`src/rtl/aws_pkg.sv`:
```
// shared types, constants and helpers of the auxin weighted steering block
package aws_pkg;

  // fixed-point format and block constants
  localparam int FRAC_BITS   = 16;
  localparam int QUEUE_DEPTH = 2;

  localparam logic [63:0] ONE_Q    = 64'd1 << FRAC_BITS;
  localparam logic [63:0] EPS_IDLE = ((64'd1 << FRAC_BITS) + 64'd5000) / 64'd10000;
  localparam logic [63:0] EPS_NEAR = ((64'd1 << FRAC_BITS) + 64'd50000) / 64'd100000;
  localparam logic [63:0] PRED_LIM = 64'd1 << 62;
  localparam logic [63:0] HI_LIM   = PRED_LIM >> (32 - FRAC_BITS);
  localparam logic [47:0] WSUM_MAX = '1;
  localparam logic [32:0] AVG_LIM  = 33'h1_0000_0000;
  localparam logic [35:0] LIM3_Q   = 36'd3 << FRAC_BITS;
  localparam logic [31:0] DIV5_RECIP = 32'hCCCC_CCCD;
  localparam int          DIV5_SHIFT = 34;

  localparam logic [30:0] MAX_SPEED_RST = 31'd98304;
  localparam logic [31:0] COHESION_RST  = 32'd0;
  localparam logic [30:0] TIME_STEP_RST = 31'd65536;

  // configuration register indexes
  typedef enum logic [1:0] {
    CFG_MAX_SPEED = 2'd0,
    CFG_COHESION  = 2'd1,
    CFG_TIME_STEP = 2'd2
  } aws_cfg_idx_t;

  // input item modes
  typedef enum logic [1:0] {
    MODE_GOAL  = 2'd0,
    MODE_GROUP = 2'd1,
    MODE_AUXIN = 2'd2
  } aws_mode_t;

  // item classes after the front end
  typedef enum logic [1:0] {
    KIND_GOAL  = 2'd0,
    KIND_GROUP = 2'd1,
    KIND_AUX   = 2'd2
  } aws_kind_t;

  typedef struct packed {
    logic [1:0]         mode;
    logic signed [31:0] vec_x;
    logic signed [31:0] vec_y;
    logic signed [31:0] vec_z;
    logic               last_auxin;
  } aws_in_t;

  typedef struct packed {
    logic signed [31:0] speed_x;
    logic signed [31:0] speed_y;
    logic signed [31:0] speed_z;
    logic               idle;
    logic               slowed;
  } aws_out_t;

  typedef struct packed {
    aws_kind_t        kind;
    logic [2:0][31:0] vec;
    logic             last;
  } aws_item_t;

  typedef struct packed {
    logic [30:0] max_speed;
    logic [31:0] cohesion;
    logic [30:0] time_step;
  } aws_cfg_t;

  typedef enum logic [2:0] {
    VM_IDLE, VM_NORM, VM_SQ, VM_SQACC, VM_ROOT, VM_DONE
  } aws_vm_st_t;

  typedef enum logic [1:0] {
    DV_IDLE, DV_RUN, DV_DONE
  } aws_dv_st_t;

  typedef enum logic [5:0] {
    B_IDLE, B_MAG_GO, B_MAG_WT, B_GDIV_GO, B_GDIV_WT,
    B_DOT_MUL, B_DOT_ACC, B_COS_GO, B_COS_WT, B_F_GO, B_F_WT,
    B_ACC, B_FV_MUL, B_FV_ACC,
    B_Q_GO, B_Q_WT, B_QM_MUL, B_QM_ACC,
    B_MM_GO, B_MM_WT, B_ACT_GO, B_ACT_WT,
    B_PH_MUL, B_PH_ACC, B_PL_MUL, B_PL_ACC,
    B_PM_GO, B_PM_WT, B_CAP_MUL, B_CAP,
    B_SP_MUL, B_SP_DIVGO, B_SP_WT, B_EMIT
  } aws_back_st_t;

  // magnitude of a two's complement word
  function automatic logic [31:0] mag32(input logic [31:0] v);
    return v[31] ? 32'(32'd0 - v) : v;
  endfunction

  function automatic logic [63:0] mag64(input logic [63:0] v);
    return v[63] ? 64'(64'd0 - v) : v;
  endfunction

endpackage

```
`src/rtl/aws_queue.sv`:
```
// item queue between the front end and the back end
module aws_queue #(
  parameter int DEPTH = aws_pkg::QUEUE_DEPTH
) (
  input  logic              clk,
  input  logic              rst_n,
  input  logic              push,
  input  aws_pkg::aws_item_t din,
  output logic              full,
  input  logic              pop,
  output aws_pkg::aws_item_t dout,
  output logic              empty
);
  import aws_pkg::*;

  localparam int PW = (DEPTH > 1) ? $clog2(DEPTH) : 1;
  localparam int CW = $clog2(DEPTH + 1);

  aws_item_t      mem_r [DEPTH];
  logic [PW-1:0]  wr_r, wr_nxt, rd_r, rd_nxt;
  logic [CW-1:0]  cnt_r, cnt_nxt;

  assign full  = (cnt_r == CW'(DEPTH));
  assign empty = (cnt_r == '0);
  assign dout  = mem_r[rd_r];

  // pointer and fill count update
  always_comb begin
    wr_nxt  = wr_r;
    rd_nxt  = rd_r;
    cnt_nxt = cnt_r;
    if (push) begin
      wr_nxt = (wr_r == PW'(DEPTH - 1)) ? '0 : PW'(wr_r + 1'b1);
    end
    if (pop) begin
      rd_nxt = (rd_r == PW'(DEPTH - 1)) ? '0 : PW'(rd_r + 1'b1);
    end
    if (push && !pop) begin
      cnt_nxt = CW'(cnt_r + 1'b1);
    end else if (pop && !push) begin
      cnt_nxt = CW'(cnt_r - 1'b1);
    end
  end

  always_ff @(posedge clk) begin
    if (!rst_n) begin
      wr_r  <= '0;
      rd_r  <= '0;
      cnt_r <= '0;
    end else begin
      wr_r  <= wr_nxt;
      rd_r  <= rd_nxt;
      cnt_r <= cnt_nxt;
    end
  end

  // storage
  always_ff @(posedge clk) begin
    if (push) begin
      mem_r[wr_r] <= din;
    end
  end

endmodule

```
`config.mk`:
```
export PLATFORM = sky130hd
export DESIGN_NAME = aws_queue
export DESIGN_NICKNAME = d
export VERILOG_FILES = /design/src/rtl/aws_pkg.sv /design/src/rtl/aws_queue.sv
export SDC_FILE = /design/constraint.sdc
export NUM_CORES = 1
export LEC_CHECK = 0
export BUFFER_PORTS_ARGS = -buffer_cell sky130_fd_sc_hd__buf_2
export CORE_ASPECT_RATIO = 0.75
export CORE_UTILIZATION = 25
export CTS_BUF_LIST = sky130_fd_sc_hd__clkbuf_4
export CTS_CLUSTER_SIZE = 28
export DETAILED_ROUTE_END_ITERATION = 10
export GPL_TIMING_DRIVEN = 0
export PLACE_DENSITY_LB_ADDON = 0.12
export SYNTH_ARGS = -nofsm -noshare
export SYNTH_HDL_FRONTEND = slang
export SYNTH_SLANG_ARGS = --single-unit
```
`constraint.sdc`:
```
create_clock -name clk -period 14.2 [get_ports clk]
set_input_delay 2.84 -clock clk [delete_from_list [all_inputs] [get_ports clk]]
set_output_delay 2.84 -clock clk [all_outputs]
set_load 0.02 [all_outputs]
```
-- Word-level counts from Yosys, hierarchy flattened
Memories as Yosys holds them, arrays and structs flattened. A register that Yosys moved wholly into a read port is not among the register bits.
Cells that the tools add are included.
- register bits after elaboration: 4
- bits in writable memories: 198
- input port bits: 103
- output and inout bits: 101
- word-level logic and storage cells: 23
- memories: 1
- add/sub/neg operators: 4
- eq/ne operators: 1
- mux-type cells: 8
- reduce and logical (&&, ||, !) cells: 6
- memories (name ; words ; width ; read ports ; clocked after Yosys merged registers in ; wr ports ; line ; source):
    mem_r ; 2 ; 99 ; 1 ; 1 ; 1 ; aws_queue.sv:19 ; aws_item_t mem_r [DEPTH];
- operators by type and width (cell ; count):
    two-way mux 1 bit ; 6
    two-way mux 2 bit ; 2
    adder 1 bit (second input constant) ; 2
    adder 2 x 1 -> 2 bit (second input constant) ; 1
    == test 2 bit (second input constant) ; 1
    logical AND 1 bit ; 2
    zero test 1 bit ; 2
    zero test 2 bit ; 1
    nonzero test 2 bit ; 1
    subtractor 2 x 1 -> 2 bit (second input constant) ; 1

-- Depth between registers and ports, before layout
Gate-level depths: netlist (run 1).
- depth in word-level cells: 4
- depth in mapped cells: 5
- mapped depth without buffers: 5

-- Worst setup path after synthesis (run 1)
Ideal clock, no wire load.
- path kind: input to register
- start: input push
- end: memory mem_r[0][0] in the netlist's numbering (enable)
- setup time: 570 ps
- arrival: 7180 ps
- data required time: 13630 ps
- slack: 6450 ps
- cell stages on the path: 1
- buffers on the path: 0
- path through: nor2b_1
- word-level cells in the longest chain between the ends: 2
- ends and longest elaborated chain (element ; line ; source):
    from (decl) ; aws_queue.sv:7 ; input logic push,
    two-way mux 1 bit ; aws_queue.sv:59 ; if (push) begin
    two-way mux 1 bit (not written as such) ; aws_queue.sv:60 ; mem_r[wr_r] <= din;
    to (decl) ; aws_queue.sv:19 ;
No other way between the ends.

==> results.json, run 1 <==
{
  "status": "complete, no violations",
  "die_w_um": 201,
  "min_path_type": "flip-flop to flip-flop",
  "min_to": "cnt_r[1]$_SDFFE_PN0P_",
  "vias_per_cell": 3.89,
  "internal-power_mw": 1.03,
  "hold_path_depth": 2,
  "core_um2": 29100,
  "tightest_slew_ps": 721,
  "rows": 54,
  "ant_nets": 0,
  "nets": 697,
  "swShare": 0.242,
  "r2r_cells": 2,
  "routed_wl_um": 15800,
  "grt_max_degree": 57,
  "endpoint_kind": "output pin",
  "startpoint_type": "flip-flop",
  "ctsResizeCount": 0,
  "insertion_delay_ps": 650,
  "r2r-end": "mem_r[1][31]$_DFFE_PP_",
  "grt_pass1_wl_um": 23800,
  "leakagePower_nw": 3.67,
  "synth_nets": 434,
  "critPathTopFamily": "buffers and inverters",
  "routedWlPerCell_um": 15.5,
  "avgSynthCellArea_um2": 22.4,
  "io-pin-count": 204,
  "antenna_found_initial": 2,
  "grt_pass1_vias": 4341,
  "portBuffers": 203,
  "rrSetupSlack_ps": 12420,
  "cts_buffer_depth": 3,
  "yosys-top-cells-area": "edfxtp_1, mux2_2, mux2_4, dfxtp_1, buf_2",
  "fill_cells": 2904,
  "rsz0062_at_grt": "no",
  "critPathSlowestCell": "mux2_2",
  "postCtsSetupBuffers": 0,
  "htreeDepth": 2,
  "arrival_ps": 2000,
  "synth_top_area_cell": "edfxtp_1",
  "syn_inst": 330,
  "track_usage": 0.104,
  "max_slew_margin": 0.519,
  "yosysWarningCount": 0,
  "dieArea_um2": 30300,
  "p_seq_frac": 0.517,
  "first_iter_violations": 90,
  "cts_hold_buf": 0,
  "hp-start": "cnt_r[1]$_SDFFE_PN0P_",
  "setup_viol_count_final": 0,
  "whs_ps": 520,
  "firstDrtPassIters": 5,
  "cts_inserted_buffers": 54,
  "cp_max_fo": 10,
  "multiInputGateArea_um2": 1270,
  "start_util": 0.254,
  "crit_required_ps": 11360,
  "p_comb_frac": 0.123,
  "cap_violations": 0,
  "finClkSkew_ps": 23.3,
  "cts_tree": "built",
  "antenna_cells": 0,
  "place_congestion": 0.700,
  "slowest_delay_ps": 380,
  "p_per_area_nw_per_um2": 140,
  "vias": 3970,
  "tns_ps": 0,
  "crit_chain": "buf_6 -> buf_2 -> mux2_2 -> buf_2",
  "hpwlAfterDp_um": 10500,
  "drv_slew": 0,
  "grt_remaining_overflow": 0,
  "cts.sinks": 203,
  "synth.distinct_cells": 17,
  "post-route-period-util": 0.341,
  "layout-drive-gt1-share": 0.645,
  "max_freq_ghz": 0.207,
  "area_delta_synth_final_pct": 30.6,
  "ys_ff_latch": 203,
  "ir_worst_vdd_uv": 57.2,
  "cts_root_buf": "clkbuf_4",
  "cpMostUsedCell": "buf_2",
  "synth-seq-area-share": 0.818,
  "synth_top_area_share": 0.805,
  "crit_buf_inv": 3,
  "switchingPower_mw": 0.327,
  "register_area_um2": 6050,
  "drc_errors": 0,
  "hold_viol": 0,
  "path_class": "flip-flop to output pin",
  "period_needed_ps": 4840,
  "clkPwrFrac": 0.361,
  "syn_area_um2": 7390,
  "r2r-start": "wr_r$_SDFFE_PN0P_",
  "clk_pin_slew_ps": 60,
  "fp.dieH_um": 151
}
worst max-delay path by stage:
stage / startpoint / to / slack (ps) / cells after the start
2_1_floorplan: push / mem_r[0][0]$_DFFE_PP_ / 6450 / 1
3_3_place_gp: push / mem_r[0][67]$_DFFE_PP_ / 3360 / 2
3_5_place_dp: push / mem_r[0][60]$_DFFE_PP_ / 9820 / 4
4_1_cts: flip-flop / dout[3] / 9210 / 4
5_1_grt: flip-flop / dout[0] / 9170 / 4
6_report: flip-flop / dout[81] / 9360 / 4
worst register-to-register path, delay by kind of cell (launching register included):
family	cells	cell delay [ps]
flip-flops	1	390
AND/OR/NAND/NOR	1	640
buffers and inverters	1	380
registers in the layout, summed over array words and instances (netlist names), named ones only:
| signal | cells |
|---|---|
| cnt_r | 2 |
| mem_r | 198 |
| wr_r | 1 |
| rd_r | 1 |
synth_stat cells:
cell / number
edfxtp_1: 198
mux2_2: 89
mux2_4: 10
buf_2: 8
dfxtp_1: 5
and2_1: 4
buf_6: 3
nor2b_1: 3
xor2_1: 2
a21boi_1: 1
ha_1: 1
inv_1: 1
nor2_1: 1
o21a_1: 1
o21ai_0: 1
or3_1: 1
xnor2_1: 1
cell type report:
| type | count | share of cell area |
|---|---|---|
| buffer | 11 | 0.00765 |
| clock buffer | 84 | 0.0653 |
| inverter | 1 | 0.000389 |
| clock inverter | 7 | 0.00285 |
| sequential | 203 | 0.626 |
| tap | 392 | 0.0508 |
| multi-input combinational | 115 | 0.132 |
| timing repair buffer | 207 | 0.114 |
cells in the final DEF, fill, tap and decap left out:
cell and count:
clkbuf_4 84, and2_4 1, buf_2 211, clkinv_1 5, nor2b_1 2, mux2_2 89, edfxtp_1 198, ha_1 1
nor2_1 1, o21a_1 1, and2_1 3, clkinv_2 1, inv_1 1, buf_12 3, dfxtp_1 5, inv_2 1
or3_1 1, mux2_4 10, o21ai_0 1, xor2_1 2, nor2b_4 1, buf_6 3, a21boi_1 1, xnor2_1 1
buf_16 1
stage by stage:
step                setup slack, ps  power [mW]  instances  cell area (um^2)   util
floorplan                      6450       0.816        330              7390      -
global placement               3360       0.880        925              8890  0.306
detailed placement             9820       0.882        929              8990  0.310
CTS                            9210        1.39       1020              9650  0.332
global route                   9170        1.43       1020              9650  0.332
finish                         9360        1.35       1020              9650  0.332
power by group through the flow:
stage          clock network (mW)  registers [mW]  logic [mW]
2_1_floorplan                   0           0.714       0.103
3_3_place_gp                    0           0.717       0.163
3_5_place_dp                    0           0.712       0.170
4_1_cts                     0.518           0.699       0.171
5_1_grt                     0.547           0.702       0.179
6_report                    0.488           0.699       0.166
cells by family (layout without fill, tap and decap cells):
logic type                 count (synthesis)  in the layout  share of synthesized area
buffers and inverters                     12            310                     0.0105
and+or+nand+nor                            9              9                    0.00728
xor gates and xnor gates                   3              3                    0.00356
adders and majority gates                  1              1                    0.00169
AOI/OAI and AO/OA                          3              3                    0.00271
muxes                                     99             99                      0.156
DFF                                      203            203                      0.818
layer usage:
| layer | share of wire | GRT usage |
|---|---|---|
| met5 | 0.0019 | 0 |
| met4 | 0.025 | 0.0511 |
| met3 | 0.096 | 0.0557 |
| met2 | 0.44 | 0.155 |
| met1 | 0.44 | 0.122 |
Note: power is estimated with default switching activity, not from simulation.
==> run 2, diff against run 1 <==
==> constraint.sdc (replaced) <==
create_clock -name clk -period 5 [get_ports clk]
set_input_delay 1 -clock clk [delete_from_list [all_inputs] [get_ports clk]]
set_output_delay 1 -clock clk [all_outputs]
set_load 0.02 [all_outputs]
==> results.json, run 2 (synthesized netlist as in run 1, its figures left out) <==
{
  "cts_buffer_depth": 3,
  "cp_max_fo": 10,
  "max_freq_ghz": 0.329,
  "top_register": "mem_r",
  "status": "complete, no violations",
  "final_common_cell": "buf_2",
  "firstDrtPassIters": 4,
  "ctsResizeCount": 0,
  "routed_wl_um": 15800,
  "hold_viol": 0,
  "cts_hold_buf": 0,
  "routedWlPerCell_um": 15.4,
  "start_util": 0.254,
  "vias": 3992,
  "period_needed_ps": 3040,
  "hpwlAfterDp_um": 10400,
  "min_path_type": "input port to flip-flop",
  "area_delta_synth_final_pct": 30.7,
  "grt_pass1_wl_um": 23200,
  "p_per_area_nw_per_um2": 398,
  "reg.largest.list": "mem_r: 198 flops, cnt_r: 2 flops",
  "dieArea_um2": 30300,
  "drv_slew": 0,
  "dpl_cell_area_um2": 8990,
  "portBuffers": 203,
  "largest_reg_flops": 198,
  "final.setup.worst_slack_ps": 1960,
  "die_w_um": 201,
  "rows": 54,
  "htreeDepth": 2,
  "insertion_delay_ps": 660,
  "final_cell_mix": "buf_2, edfxtp_1, mux2_2",
  "postCtsSetupBuffers": 0,
  "place_congestion": 0.697,
  "vias_per_cell": 3.90,
  "final_area_um2": 9660,
  "ant_nets": 0,
  "tightest_slew_ps": 757,
  "fp.dieH_um": 151,
  "max_slew_margin": 0.495,
  "cts_root_buf": "clkbuf_4",
  "startpoint_type": "flip-flop",
  "path_class": "flip-flop to output pin",
  "cts_tree": "built",
  "cts_inserted_buffers": 53,
  "leakagePower_nw": 3.67,
  "finClkSkew_ps": 33.4,
  "crit_required_ps": 4000,
  "grt_max_degree": 53,
  "cts.sinks": 203,
  "grt_pass1_vias": 4318,
  "track_usage": 0.102,
  "io-pin-count": 204,
  "first_iter_violations": 107,
  "cap_violations": 0,
  "rsz0062_at_grt": "no",
  "clk_pin_slew_ps": 70,
  "core_um2": 29100,
  "setup_viol_count_final": 0,
  "post-place-ws_ps": 2350,
  "nets": 696,
  "grt_remaining_overflow": 0,
  "drc_errors": 0,
  "post-route-period-util": 0.607,
  "layout-drive-gt1-share": 0.644,
  "endpoint_kind": "output pin",
  "ir_worst_vdd_uv": 167,
  "arrival_ps": 2040,
  "antenna_found_initial": 3
}
## run 2: cell types whose count changed in the layout (fill, tap and decap cells not counted)
cell and change:
clkinv_2 +2, diode_2 +3, clkbuf_4 -2, clkinv_1 +1
## run 2: area by class of cell
type                       instances  area (um^2)
inverter                           1         3.75
sequential                       203         6050
tap                              392          490
clock buffer                      82          616
timing repair buffer             207         1100
fill                            2865        19400
buffer                            11         73.8
multi-input combinational        115         1270
antenna                            3         7.51
clock inverter                    10         41.3
## run 2: metrics by stage
stage                      util  TNS [ps]  hold WS [ps]  total power [mW]  instances
after floorplan               -         0           466              2.31        330
after global placement    0.306   -121630           480              2.49        925
after detailed placement  0.310         0           515              2.50        929
after CTS                 0.332         0           415              3.94       1021
after global routing      0.332         0           424              4.05       1022
final                     0.332         0           512              3.84       1024
## run 2: path summary, 6_finish.rpt
check / depth (start not counted) / start / to / slack [ps]
max: 4 / flip-flop / dout[81] / 1960
min: 1 / din[46] / mem_r[1][46]$_DFFE_PP_ / 510
max reg2reg: 2 / wr_r$_SDFFE_PN0P_ / mem_r[1][86]$_DFFE_PP_ / 3180
min reg2reg: 2 / cnt_r[1]$_SDFFE_PN0P_ / cnt_r[1]$_SDFFE_PN0P_ / 520
## run 2: metal layers
metal	routed length, um	GRT usage
met5	13	0
met3	1400	0.0503
met2	7230	0.157
met1	6700	0.119
met4	412	0.0504
## run 2: report_power, final
part           internal (mW)  switching, mW  total, mW  leakage, nW
combinational          0.196          0.275      0.472         1.36
clock                  0.739          0.644       1.38        0.403
sequential              1.97         0.0196       1.99         1.90
total                   2.90          0.939       3.84         3.67
## run 2: worst max-delay path, stage by stage (launching register included)
cell	delay (ps)
dfxtp_1	320
buf_6	160
buf_2	320
mux2_2	400
buf_2	170
==> run 3, diff against run 2 <==
==> constraint.sdc (replaced) <==
create_clock -name clk -period 2.87 [get_ports clk]
set_input_delay 0.574 -clock clk [delete_from_list [all_inputs] [get_ports clk]]
set_output_delay 0.574 -clock clk [all_outputs]
set_load 0.02 [all_outputs]
==> results.json, run 3 (synthesized netlist as in run 1, its figures left out) <==
{
  "final_cell_mix": "buf_2, edfxtp_1, mux2_2",
  "switchingPower_mw": 1.65,
  "first_iter_violations": 129,
  "ant_nets": 0,
  "hpwlAfterDp_um": 10200,
  "fp.dieH_um": 151,
  "cap_violations": 0,
  "min_path_type": "input port to flip-flop",
  "p_comb_frac": 0.124,
  "p_seq_frac": 0.522,
  "r2r-end": "mem_r[1][6]$_DFFE_PP_",
  "routedWlPerCell_um": 15.3,
  "max_slew_margin": 0.493,
  "leakagePower_nw": 3.65,
  "post-route-period-util": 0.889,
  "area_delta_synth_final_pct": 30.3,
  "p_per_area_nw_per_um2": 687,
  "cts_buffer_depth": 3,
  "cts.sinks": 203,
  "worstSetupEndpoint": "dout[40]",
  "insertion_delay_ps": 670,
  "status": "complete, no violations",
  "internal-power_mw": 4.97,
  "start_util": 0.254,
  "setup_viol_count_final": 0,
  "die_w_um": 201,
  "power_mw": 6.62,
  "vias_per_cell": 3.93,
  "track_usage": 0.101,
  "firstDrtPassIters": 4,
  "swShare": 0.249,
  "final_cells": 1020,
  "layout-drive-gt1-share": 0.638,
  "period_needed_ps": 2550,
  "final_util": 0.331,
  "rrSetupSlack_ps": 1120,
  "hold_viol": 0,
  "cts_tree": "built",
  "place_congestion": 0.679,
  "grt_pass1_vias": 4300,
  "top_register": "mem_r",
  "postCtsSetupBuffers": 0,
  "endpoint_kind": "output pin",
  "final.setup.worst_slack_ps": 318,
  "grt_remaining_overflow": 0,
  "tns_ps": 0,
  "grt_max_degree": 51,
  "cp_max_fo": 10,
  "grt_pass1_wl_um": 23300,
  "largest_reg_flops": 198,
  "ir_worst_vdd_uv": 265,
  "cts_inserted_buffers": 53,
  "dieArea_um2": 30300,
  "drv_slew": 0,
  "r2r-start": "wr_r$_SDFFE_PN0P_",
  "crit_required_ps": 2300,
  "path_class": "flip-flop to output pin",
  "rows": 54,
  "final_common_cell": "buf_2",
  "antenna_found_initial": 2,
  "drc_errors": 0,
  "arrival_ps": 1980,
  "place_inst": 929,
  "rsz0062_at_grt": "no",
  "tightest_slew_ps": 760,
  "clk_pin_slew_ps": 60,
  "routed_wl_um": 15600,
  "vias": 4011,
  "cts_root_buf": "clkbuf_4",
  "core_um2": 29100,
  "whs_ps": 95.4,
  "post-place-ws_ps": 683,
  "startpoint_type": "flip-flop",
  "final_area_um2": 9630,
  "clkPwrFrac": 0.353,
  "htreeDepth": 2,
  "dpl_cell_area_um2": 8990,
  "nets": 697,
  "max_freq_ghz": 0.392,
  "portBuffers": 203,
  "reg.largest.list": "mem_r: 198 flops, cnt_r: 2 flops",
  "io-pin-count": 204,
  "r2r_cells": 2,
  "finClkSkew_ps": 37.5
}
-- run 3: cell types whose count changed in the layout (fill, tap and decap cells not counted) --
cell           previous run  this run
dlygate4sd3_1             0         1
diode_2                   3         1
clkbuf_4                 82        76
clkinv_1                  6         8
inv_2                     1         2
-- run 3: worst min path at each step --
stage,start,end,slack (ps),cells after the start
floorplan,cnt_r[1]$_SDFFE_PN0P_,cnt_r[1]$_SDFFE_PN0P_,470,2
detailed placement,cnt_r[1]$_SDFFE_PN0P_,cnt_r[1]$_SDFFE_PN0P_,500,2
global route,din[18],mem_r[0][18]$_DFFE_PP_,3,1
finish,din[18],mem_r[0][18]$_DFFE_PP_,100,1
CTS,din[14],mem_r[1][14]$_DFFE_PP_,0.2,1
global placement,cnt_r[1]$_SDFFE_PN0P_,cnt_r[1]$_SDFFE_PN0P_,490,2
-- run 3: worst max-delay path, stage by stage, from the launching register on --
cell and delay, ps:
dfxtp_1 320, buf_6 160, buf_2 320, mux2_2 370, buf_2 170
-- run 3: power groups by stage --
stage | combinational (mW) | clock (mW) | sequential (mW)
2_1_floorplan | 0.509 | 0 | 3.52
3_3_place_gp | 0.810 | 0 | 3.53
3_5_place_dp | 0.839 | 0 | 3.52
4_1_cts | 0.845 | 2.47 | 3.46
5_1_grt | 0.886 | 2.62 | 3.47
6_report | 0.822 | 2.34 | 3.46
-- run 3: final cells by class --
class                           count  area, um^2
Fill cell                        2886       19400
Buffer                             11        73.8
Tap cell                          392         490
Clock buffer                       76         571
Inverter                            1        3.75
Timing Repair Buffer              208        1110
Antenna cell                        1        2.50
Multi-Input combinational cell    115        1270
Sequential cell                   203        6050
Clock inverter                     13        52.6
-- run 3: per-layer routing --
layer  global-route usage  routed length (um)
met5                    0                  13
met4               0.0515                 392
met3               0.0454                1250
met2                0.149                6970
met1                0.125                7000
-- run 3: repair_timing --
item                       4_1_cts  5_1_grt
hold endpoints to repair         2        0
setup endpoints to repair        0        0
gates resized for setup          0        0
hold buffers                     1        0
